$ cat src/sv/qbcp_pkg.sv
// Types, codes and capacity tables for the QR byte-mode codeword packer.
`timescale 1ns / 1ps

package qbcp_pkg;

  localparam int unsigned ROM_DEPTH = 40;

  // Command codes of an incoming word.
  typedef enum logic [1:0] {
    CMD_START = 2'd0,
    CMD_DATA  = 2'd1,
    CMD_PAD   = 2'd2
  } cmd_t;

  // Result kinds.
  typedef enum logic [1:0] {
    KIND_CODEWORD = 2'd0,
    KIND_DONE     = 2'd1,
    KIND_TOO_LONG = 2'd2,
    KIND_SEQUENCE = 2'd3
  } kind_t;

  // Packing phase.
  typedef enum logic [1:0] {
    PH_IDLE  = 2'd0,
    PH_DATA  = 2'd1,
    PH_FLUSH = 2'd2,
    PH_FILL  = 2'd3
  } phase_t;

  typedef struct packed {
    logic [1:0]  command;
    logic [11:0] message_length;
    logic [7:0]  data_byte;
  } in_word_t;

  typedef struct packed {
    logic [1:0] kind;
    logic [7:0] codeword;
    logic [5:0] symbol_version;
    logic       last_of_run;
  } out_word_t;

  localparam logic [3:0] MODE_NIBBLE        = 4'b0100;
  localparam logic [7:0] PAD_A              = 8'd236;
  localparam logic [7:0] PAD_B              = 8'd17;
  localparam logic [5:0] SHORT_COUNT_LAST_V = 6'd9;

  // Byte-mode capacity at level L, versions 1 to 40.
  localparam logic [11:0] CAP_ROM [ROM_DEPTH] = '{
    12'd17,   12'd32,   12'd53,   12'd78,   12'd106,  12'd134,  12'd154,  12'd192,
    12'd230,  12'd271,  12'd321,  12'd367,  12'd425,  12'd458,  12'd520,  12'd586,
    12'd644,  12'd718,  12'd792,  12'd858,  12'd929,  12'd1003, 12'd1091, 12'd1171,
    12'd1273, 12'd1367, 12'd1465, 12'd1528, 12'd1628, 12'd1732, 12'd1840, 12'd1952,
    12'd2068, 12'd2188, 12'd2303, 12'd2431, 12'd2563, 12'd2699, 12'd2809, 12'd2953
  };

  // Data codeword count at level L, versions 1 to 40.
  localparam logic [11:0] TOTAL_ROM [ROM_DEPTH] = '{
    12'd19,   12'd34,   12'd55,   12'd80,   12'd108,  12'd136,  12'd156,  12'd194,
    12'd232,  12'd274,  12'd324,  12'd370,  12'd428,  12'd461,  12'd523,  12'd589,
    12'd647,  12'd721,  12'd795,  12'd861,  12'd932,  12'd1006, 12'd1094, 12'd1174,
    12'd1276, 12'd1370, 12'd1468, 12'd1531, 12'd1631, 12'd1735, 12'd1843, 12'd1955,
    12'd2071, 12'd2191, 12'd2306, 12'd2434, 12'd2566, 12'd2702, 12'd2812, 12'd2956
  };

endpackage

$ cat src/sv/qbcp_word_if.sv
// Valid/ready channel carrying one word of a chosen type.
`timescale 1ns / 1ps

interface qbcp_word_if #(
  parameter type word_t = logic
) ();
  logic  valid;
  logic  ready;
  word_t data;

  modport source (output valid, output data, input ready);
  modport sink   (input valid, input data, output ready);
endinterface

$ cat src/sv/qr_byte_mode_codeword_packer_unit.sv
// Top level of the QR byte-mode data codeword packer (level L).
`timescale 1ns / 1ps

//  channel | direction | word type           | contents
//  --------+-----------+---------------------+------------------------------------------
//  req     | in        | qbcp_pkg::in_word_t | command, message_length, data_byte
//  rsp     | out       | qbcp_pkg::out_word_t| kind, codeword, symbol_version, last_of_run
//
//  One input word is taken per cycle; most give one result word, a start that
//  picks version 10 or above gives two (mode/count header split over two words).
//  Results drain through a four-entry result queue; req.ready is high while the
//  queue has room for two words, so input keeps flowing while rsp is stalled
//  for up to two pending words, and only the queue depth throttles it.
//  Results are registered in the queue and appear on rsp in order.
//  rst (synchronous, active high) empties the queue, returns to idle with no
//  version chosen and primes the pad pattern to start on 236.

module qr_byte_mode_codeword_packer_unit #(
  parameter int unsigned VERSION_COUNT = 40
) (
  input  logic         clk,
  input  logic         rst,
  qbcp_word_if.sink    req,
  qbcp_word_if.source  rsp
);
  import qbcp_pkg::*;

  localparam int unsigned QDEPTH = 4;

  // Packing state
  logic [5:0]  version_reg;
  logic [3:0]  residue_nibble;
  logic [11:0] bytes_outstanding;
  logic [11:0] codewords_sent;
  phase_t      phase;
  logic        pad_toggle;
  logic [11:0] total_reg;       // data codeword count of the chosen version

  logic [5:0]  version_reg_next;
  logic [3:0]  residue_nibble_next;
  logic [11:0] bytes_outstanding_next;
  logic [11:0] codewords_sent_next;
  phase_t      phase_next;
  logic        pad_toggle_next;
  logic [11:0] total_reg_next;

  // Result queue
  out_word_t   qmem [QDEPTH];
  logic [1:0]  wr_ptr;
  logic [1:0]  rd_ptr;
  logic [2:0]  fill_count;

  in_word_t    w;
  logic        accept;
  logic        pop;
  out_word_t   res0;
  out_word_t   res1;
  logic        two_words;

  // Version search
  logic [5:0]  fit_ver;
  logic        fit_hit;
  logic [11:0] fit_total;

  assign w      = req.data;
  assign accept = req.valid && req.ready;
  assign pop    = rsp.valid && rsp.ready;

  assign req.ready = (fill_count <= 3'd2);
  assign rsp.valid = (fill_count != 3'd0);
  assign rsp.data  = qmem[rd_ptr];

  // Smallest version whose capacity holds the message; scan from the top so
  // the lowest match wins.
  always_comb begin
    fit_ver   = '0;
    fit_hit   = 1'b0;
    fit_total = '0;
    for (int i = VERSION_COUNT - 1; i >= 0; i--) begin
      if (CAP_ROM[i] >= w.message_length) begin
        fit_ver   = 6'(i + 1);
        fit_hit   = 1'b1;
        fit_total = TOTAL_ROM[i];
      end
    end
  end

  // Next state
  always_comb begin
    version_reg_next       = version_reg;
    residue_nibble_next    = residue_nibble;
    bytes_outstanding_next = bytes_outstanding;
    codewords_sent_next    = codewords_sent;
    phase_next             = phase;
    pad_toggle_next        = pad_toggle;
    total_reg_next         = total_reg;
    case (w.command)
      CMD_START: begin
        pad_toggle_next = 1'b1;
        if (!fit_hit) begin
          // Too long: drop the message and forget the version
          version_reg_next       = '0;
          residue_nibble_next    = '0;
          bytes_outstanding_next = '0;
          codewords_sent_next    = '0;
          phase_next             = PH_IDLE;
          total_reg_next         = '0;
        end else begin
          version_reg_next       = fit_ver;
          bytes_outstanding_next = w.message_length;
          residue_nibble_next    = w.message_length[3:0];
          total_reg_next         = fit_total;
          phase_next             = (w.message_length == '0) ? PH_FLUSH : PH_DATA;
          codewords_sent_next    = (fit_ver > SHORT_COUNT_LAST_V) ? 12'd2 : 12'd1;
        end
      end
      CMD_DATA: begin
        if (phase == PH_DATA) begin
          residue_nibble_next = w.data_byte[3:0];
          codewords_sent_next = codewords_sent + 12'd1;
          if (bytes_outstanding != '0) begin
            bytes_outstanding_next = bytes_outstanding - 12'd1;
          end
          if (bytes_outstanding <= 12'd1) begin
            phase_next = PH_FLUSH;
          end
        end
      end
      CMD_PAD: begin
        if (phase == PH_FLUSH) begin
          residue_nibble_next = '0;
          codewords_sent_next = codewords_sent + 12'd1;
          phase_next          = PH_FILL;
        end else if (phase == PH_FILL && codewords_sent < total_reg) begin
          pad_toggle_next     = ~pad_toggle;
          codewords_sent_next = codewords_sent + 12'd1;
        end
      end
      default: begin
      end
    endcase
  end

  // Result words; symbol_version always reports the version after this word
  always_comb begin
    res0 = '{kind: KIND_SEQUENCE, codeword: 8'd0, symbol_version: version_reg_next,
             last_of_run: 1'b1};
    res1 = res0;
    two_words = 1'b0;
    case (w.command)
      CMD_START: begin
        if (!fit_hit) begin
          res0.kind = KIND_TOO_LONG;
        end else if (fit_ver > SHORT_COUNT_LAST_V) begin
          // 16-bit count, big-endian; its top nibble is always zero
          two_words        = 1'b1;
          res0.kind        = KIND_CODEWORD;
          res0.codeword    = {MODE_NIBBLE, 4'd0};
          res0.last_of_run = 1'b0;
          res1.kind        = KIND_CODEWORD;
          res1.codeword    = w.message_length[11:4];
        end else begin
          res0.kind     = KIND_CODEWORD;
          res0.codeword = {MODE_NIBBLE, w.message_length[7:4]};
        end
      end
      CMD_DATA: begin
        if (phase == PH_DATA) begin
          res0.kind     = KIND_CODEWORD;
          res0.codeword = {residue_nibble, w.data_byte[7:4]};
        end
      end
      CMD_PAD: begin
        if (phase == PH_FLUSH) begin
          res0.kind     = KIND_CODEWORD;
          res0.codeword = {residue_nibble, 4'd0};
        end else if (phase == PH_FILL) begin
          if (codewords_sent < total_reg) begin
            res0.kind     = KIND_CODEWORD;
            res0.codeword = pad_toggle ? PAD_A : PAD_B;
          end else begin
            res0.kind = KIND_DONE;
          end
        end
      end
      default: begin
      end
    endcase
  end

  // State registers; advance only on an accepted word
  always_ff @(posedge clk) begin
    if (rst) begin
      version_reg       <= '0;
      residue_nibble    <= '0;
      bytes_outstanding <= '0;
      codewords_sent    <= '0;
      phase             <= PH_IDLE;
      pad_toggle        <= 1'b1;
      total_reg         <= '0;
    end else if (accept) begin
      version_reg       <= version_reg_next;
      residue_nibble    <= residue_nibble_next;
      bytes_outstanding <= bytes_outstanding_next;
      codewords_sent    <= codewords_sent_next;
      phase             <= phase_next;
      pad_toggle        <= pad_toggle_next;
      total_reg         <= total_reg_next;
    end
  end

  // Result queue storage
  always_ff @(posedge clk) begin
    if (accept) begin
      qmem[wr_ptr] <= res0;
      if (two_words) begin
        qmem[wr_ptr + 2'd1] <= res1;
      end
    end
  end

  // Result queue pointers
  always_ff @(posedge clk) begin
    if (rst) begin
      wr_ptr     <= '0;
      rd_ptr     <= '0;
      fill_count <= '0;
    end else begin
      if (accept) begin
        wr_ptr <= wr_ptr + (two_words ? 2'd2 : 2'd1);
      end
      if (pop) begin
        rd_ptr <= rd_ptr + 2'd1;
      end
      fill_count <= fill_count
                    + (accept ? (two_words ? 3'd2 : 3'd1) : 3'd0)
                    - (pop ? 3'd1 : 3'd0);
    end
  end

  // Queue never overfills
  a_queue_bound: assert property (@(posedge clk) disable iff (rst)
    fill_count <= 3'(QDEPTH))
    else $error("result queue overfilled");

  // A two-word start only when a long count is needed
  a_two_words_long: assert property (@(posedge clk) disable iff (rst)
    accept && two_words |=> version_reg > SHORT_COUNT_LAST_V && phase != PH_IDLE)
    else $error("two-word header without a long count");

  // Padding never runs past the version's codeword count
  a_fill_bound: assert property (@(posedge clk) disable iff (rst)
    phase == PH_FILL |-> codewords_sent <= total_reg)
    else $error("codeword count passed the version total");

endmodule

$ cat src/flat_wrapper.sv
// flat-port wrapper written by rule: the top's interface ports become plain ports
module qr_byte_mode_codeword_packer_unit_flat import qbcp_pkg::*;
#(
  parameter int unsigned VERSION_COUNT = 40
)
  (clk, rst, req_valid, req_data, req_ready, rsp_valid, rsp_data, rsp_ready);
  qbcp_word_if #(.word_t(in_word_t)) req_i ();
  qbcp_word_if #(.word_t(out_word_t)) rsp_i ();
  input  logic clk;
  input  logic rst;
  input wire logic [$bits(req_i.valid)-1:0] req_valid;
  input wire logic [$bits(req_i.data)-1:0] req_data;
  output wire logic [$bits(req_i.ready)-1:0] req_ready;
  output wire logic [$bits(rsp_i.valid)-1:0] rsp_valid;
  output wire logic [$bits(rsp_i.data)-1:0] rsp_data;
  input wire logic [$bits(rsp_i.ready)-1:0] rsp_ready;
  assign req_i.valid = req_valid;
  assign req_i.data = req_data;
  assign req_ready = req_i.ready;
  assign rsp_valid = rsp_i.valid;
  assign rsp_data = rsp_i.data;
  assign rsp_i.ready = rsp_ready;
  qr_byte_mode_codeword_packer_unit #(.VERSION_COUNT(VERSION_COUNT)) u_core (.clk(clk), .rst(rst), .req(req_i), .rsp(rsp_i));
endmodule
$ cat config.mk
export PLATFORM = sky130hd
export DESIGN_NAME = qr_byte_mode_codeword_packer_unit_flat
export DESIGN_NICKNAME = d
export VERILOG_FILES = /design/src/sv/qbcp_pkg.sv /design/src/sv/qbcp_word_if.sv /design/src/sv/qr_byte_mode_codeword_packer_unit.sv /design/src/flat_wrapper.sv
export SDC_FILE = /design/constraint.sdc
export NUM_CORES = 1
export LEC_CHECK = 0
export BUFFER_PORTS_ARGS = -buffer_cell sky130_fd_sc_hd__buf_2
export CORE_ASPECT_RATIO = 1.1
export CORE_MARGIN = 3
export CORE_UTILIZATION = 64
export CTS_BUF_LIST = sky130_fd_sc_hd__clkbuf_4
export DETAILED_ROUTE_END_ITERATION = 6
export PLACE_DENSITY = 0.94
export SLEW_MARGIN = 20
export SYNTH_ARGS = -nofsm -noshare
export SYNTH_HDL_FRONTEND = slang
export SYNTH_SLANG_ARGS = --single-unit
$ cat constraint.sdc
create_clock -name clk -period 2.96 [get_ports clk]
set_input_delay 0 -clock clk [delete_from_list [all_inputs] [get_ports clk]]
set_output_delay 0 -clock clk [all_outputs]
set_load 0.02 [all_outputs]
==> results.md <==
- The detail-routed via count per cell is 7.00.
- The number of antenna violations at the first check in global routing is 0.
- After clock tree synthesis, the clock-pin slew on the worst setup and hold paths is roughly 0.12 ns.
- The max-slew violation count was 0.
- The first global-routing pass estimated around 40000 microns of wire.
- The relative slew slack is between 30% and 40%.
- During synthesis, Yosys emitted a total of 0 warnings.
- Buffers added to address setup during post-CTS repair amount to 0.
- The register name with the most flops is u_core.qmem.
- Summed over all nets, the switching power comes to 1900 uW.
- Measured along the y axis, the die boundary spans approximately 130 microns.
- The number of diodes added for antenna fixing is 0.
- When the netlist entered floorplanning its net count stood at ~1000.
- The top cell family by delay on the critical path is buffers and inverters.
- Global routing used a little over a third of the available tracks across all layers.
- In this run the worst hold path is classified as in2reg.
- Summed over all layers, the routed wires come to roughly 25000 microns.
- The maximum fanout count along the critical path is 13.
- The die covers about 14000 sq um.
- Of the cells placed in the final design, the portion with a size suffix greater than 1 is about a fifth.
- For this run, design rule violations remaining after detail routing come to 6.
- The register with the most flip-flops in the layout has 68 of them.
- The number of H-tree branching levels is 4.
- The remaining antenna violation count is 0.
- The top flip-flop cell by instance count after synthesis is edfxtp_1.
- The global placer's final weighted congestion is about 1.1.
- The signal on the critical path passes through dlygate4sd3_1, buf_2, buf_4, nor4bb_2, o21ai_1, and3_1, o21ai_1, o2111ai_1, nand2_1, o211ai_1, ha_1, inv_1, fa_1, xnor2_1, nor2_1.
- The wire-length estimate of the detail-placed layout is between 15000 and 20000 microns.
- The wire length per cell after detailed routing is approximately 21 microns.
- The via count of the routed design is approximately 8500.
- The most numerous cell type found on the critical path is o21ai_1.
- Data on the critical path arrives at its endpoint at between 3 and 4 ns.
- For the worst-skew pair, the clock arrives at the later sink with an insertion delay of a little under 0.6 ns.
- Of all cell types, the one taking the most synthesized area is edfxtp_1.
- The clock passes through at most 2 buffers.
- After synthesis, the netlist uses 93 different library cells.
- In this run the tool buffered the top-level ports with 44 buffer cells.
- From synthesis to final layout, the design area changed by 15.0%.
- TritonCTS built the clock tree.
- Of the post-synthesis cell area, the dominant cell type holds 23.0%.
- The mean instance size in the synthesized netlist is ~8.8 sq um.
- The start-to-end type of the worst setup path is in2reg.
- The hold violation count in the final report was 0.
- Max-cap violations in this run came to 0.
- Clock skew on the completed layout was measured at 0.0288 ns.
- The power share of the combinational group is a little over a third.
- The number of buffers and inverters on the critical path is 4.
- Entering global routing, the biggest net connects 36 pins.
- The cell area that synthesis handed to floorplanning was 8350 sq um.
- In this run, synthesis produced a sequential element count of around 130.
- The endpoint class of the critical path is a flip-flop.
- Including well taps, the total number of placed cells is 1173.
- The width of the chip is between 100 and 150 microns.
- The most frequently used cell type in the post-synthesis netlist is nor2_1.
- The final setup violation count is 0.
- The cell at the root of the clock tree is clkbuf_4.
- After synthesis, flip-flops and latches occupy between 30% and 40% of the total area.
- The slowest cell on the critical path is dlygate4sd3_1.
- The final critical-path share of the clock period is 96.2%.
- The worst path in the final design needs a cycle of between 2 and 3 ns, including I/O delays and setup.
- Ranked by instance count, the synthesized netlist is headed by nor2_1, nand2_1, a21oi_1.
- For this run, the slowest stage of the critical path takes 0.55 ns.
- The worst setup path is launched from a primary input.
- The number of clock sinks seen by CTS is about 130.
- The number of detailed-routing iterations run before antenna repair is 7.
- The number of buffers created by CTS is 17.
- For this run, the post-layout net count is 1100.
- The count of cells in the finished layout, fillers not included, comes to about 1200.
- The violation count after the first detailed-routing iteration is 1710.
- The count of pins on the block boundary is between 40 and 50.
- The initial utilization of the core area, before any placement, comes to 65.8%.
- Ranked by total cell area, the synthesized netlist is headed by edfxtp_1, dfxtp_1, nor2_1.
- The via count of the first global-routing pass is 8200.
- After floorplanning, the core was sized to cover approximately 13000 sq um.
- The checks that failed: design-rule violations.
- The clock share of power is a little under a quarter.
- The largest vdd supply drop is between 0.3 and 0.4 mV.
- The ratio of total power to cell area is between 500 and 600 nW/um^2.
- The row count is 43.
- Static timing analysis puts the maximum clock frequency at roughly 0.35 GHz.
- In this run, flip-flops and latches consume 42.3% of the power.
- STA puts the critical path data required time at between 3 and 4 ns.
- The run finished, with violations left.
- In the synthesized netlist the async set-or-reset flop fraction comes to 0%.
- Global routing finished with a remaining overflow of 0.
- The internal power of the cells is 3220 uW.
- The sum of negative setup slack is 0 ns.
- The switching power share of the total is between 30% and 40%.
- The number of enable flip-flop cells after synthesis is 64.
- Setup repair after global routing left no endpoint under its margin.
- Synthesis handed over a netlist of between 900 and 1000 instances.
- The slew of the pin with the lowest slew margin is 1.02 ns.
- Summed over all cells, the static leakage comes to 0.00347 uW.
[through the flow]
step	hold WS [ns]	instance area [sq um]	utilization, %	total power (uW)	setup slack [ns]
floorplan	0.250	8350	-	3360	0.151
global placement	0.400	9150	72.0	3870	0.0603
detailed placement	0.407	9150	72.0	3930	0.0282
CTS	0.0145	9580	75.4	5090	0.0378
global route	0.0689	9600	75.6	5350	0.00293
finish	0.0671	9600	75.6	5120	0.111
[logic make-up (layout without fill, tap and decap cells)]
logic type | Yosys count | in the layout | share of synthesized area [%]
mux | 20 | 20 | 4.94
fa+ha+maj | 23 | 23 | 3.54
xor+xnor | 11 | 11 | 1.15
flops | 126 | 126 | 37.9
compound gates | 314 | 314 | 26.6
buf+inv | 104 | 219 | 5.47
simple gates | 351 | 351 | 20.4
[worst paths after layout]
path	start	to	slack (ns)	cells past startpoint
worst min register to register	u_core.qmem[0][0]	u_core.qmem[0][0]	0.46	2
worst max register to register	u_core.fill_count[1]	u_core.qmem[1][14]	0.30	8
worst min-delay path	req_data[19]	u_core.qmem[1][14]	0.07	3
worst max-delay path	req_data[18]	u_core.fill_count[2]	0.11	15
[cell type report]
class,instances,area [sq um]
multi-input cells,719,4750
flip-flops and latches,126,3160
fillers,875,3100
repair buffers,146,1060
well taps,157,196
inverters,41,154
clock buffers,18,135
clock inverters,14,135
[cell usage in the layout (no fill, tap or decap), types with 18 or more instances in the layout]
cell / instances
a21oi_1: 73
buf_2: 44
buf_4: 83
clkbuf_4: 18
dfxtp_1: 62
edfxtp_1: 64
ha_1: 22
inv_1: 40
nand2_1: 93
nand3_1: 28
nor2_1: 113
nor3_1: 30
o21ai_0: 52
[power groups by stage]
| stage | Clock (uW) | Sequential, uW | Combinational (uW) |
|---|---|---|---|
| after floorplan | 0 | 2150 | 1210 |
| after global placement | 0 | 2190 | 1680 |
| after detailed placement | 0 | 2200 | 1720 |
| after CTS | 1170 | 2170 | 1750 |
| after global routing | 1230 | 2190 | 1930 |
| final | 1160 | 2170 | 1790 |
[routing by layer]
layer,vias up,wire length (microns),GRT usage (%)
met3,209,3010,9.42
met1,3854,9070,44.0
met2,715,11600,55.8
li1,3766,-,-
met4,0,1660,20.0
met5,-,0,0
[worst register-to-register path, stage by stage, from the launching register on]
cell and delay, ns:
dfxtp_1 0.35, a21oi_1 0.39, nand2_1 0.33, buf_4 0.26
or3_1 0.47, nor2_2 0.15, nor2_1 0.13, inv_1 0.12
buf_12 0.17
[what timing repair did]
item,CTS,global route
endpoints found under the hold margin,43,0
hold buffers,16,0
setup endpoints to repair,0,2
resized for setup,0,9
Note: power is estimated with default switching activity, not from simulation.
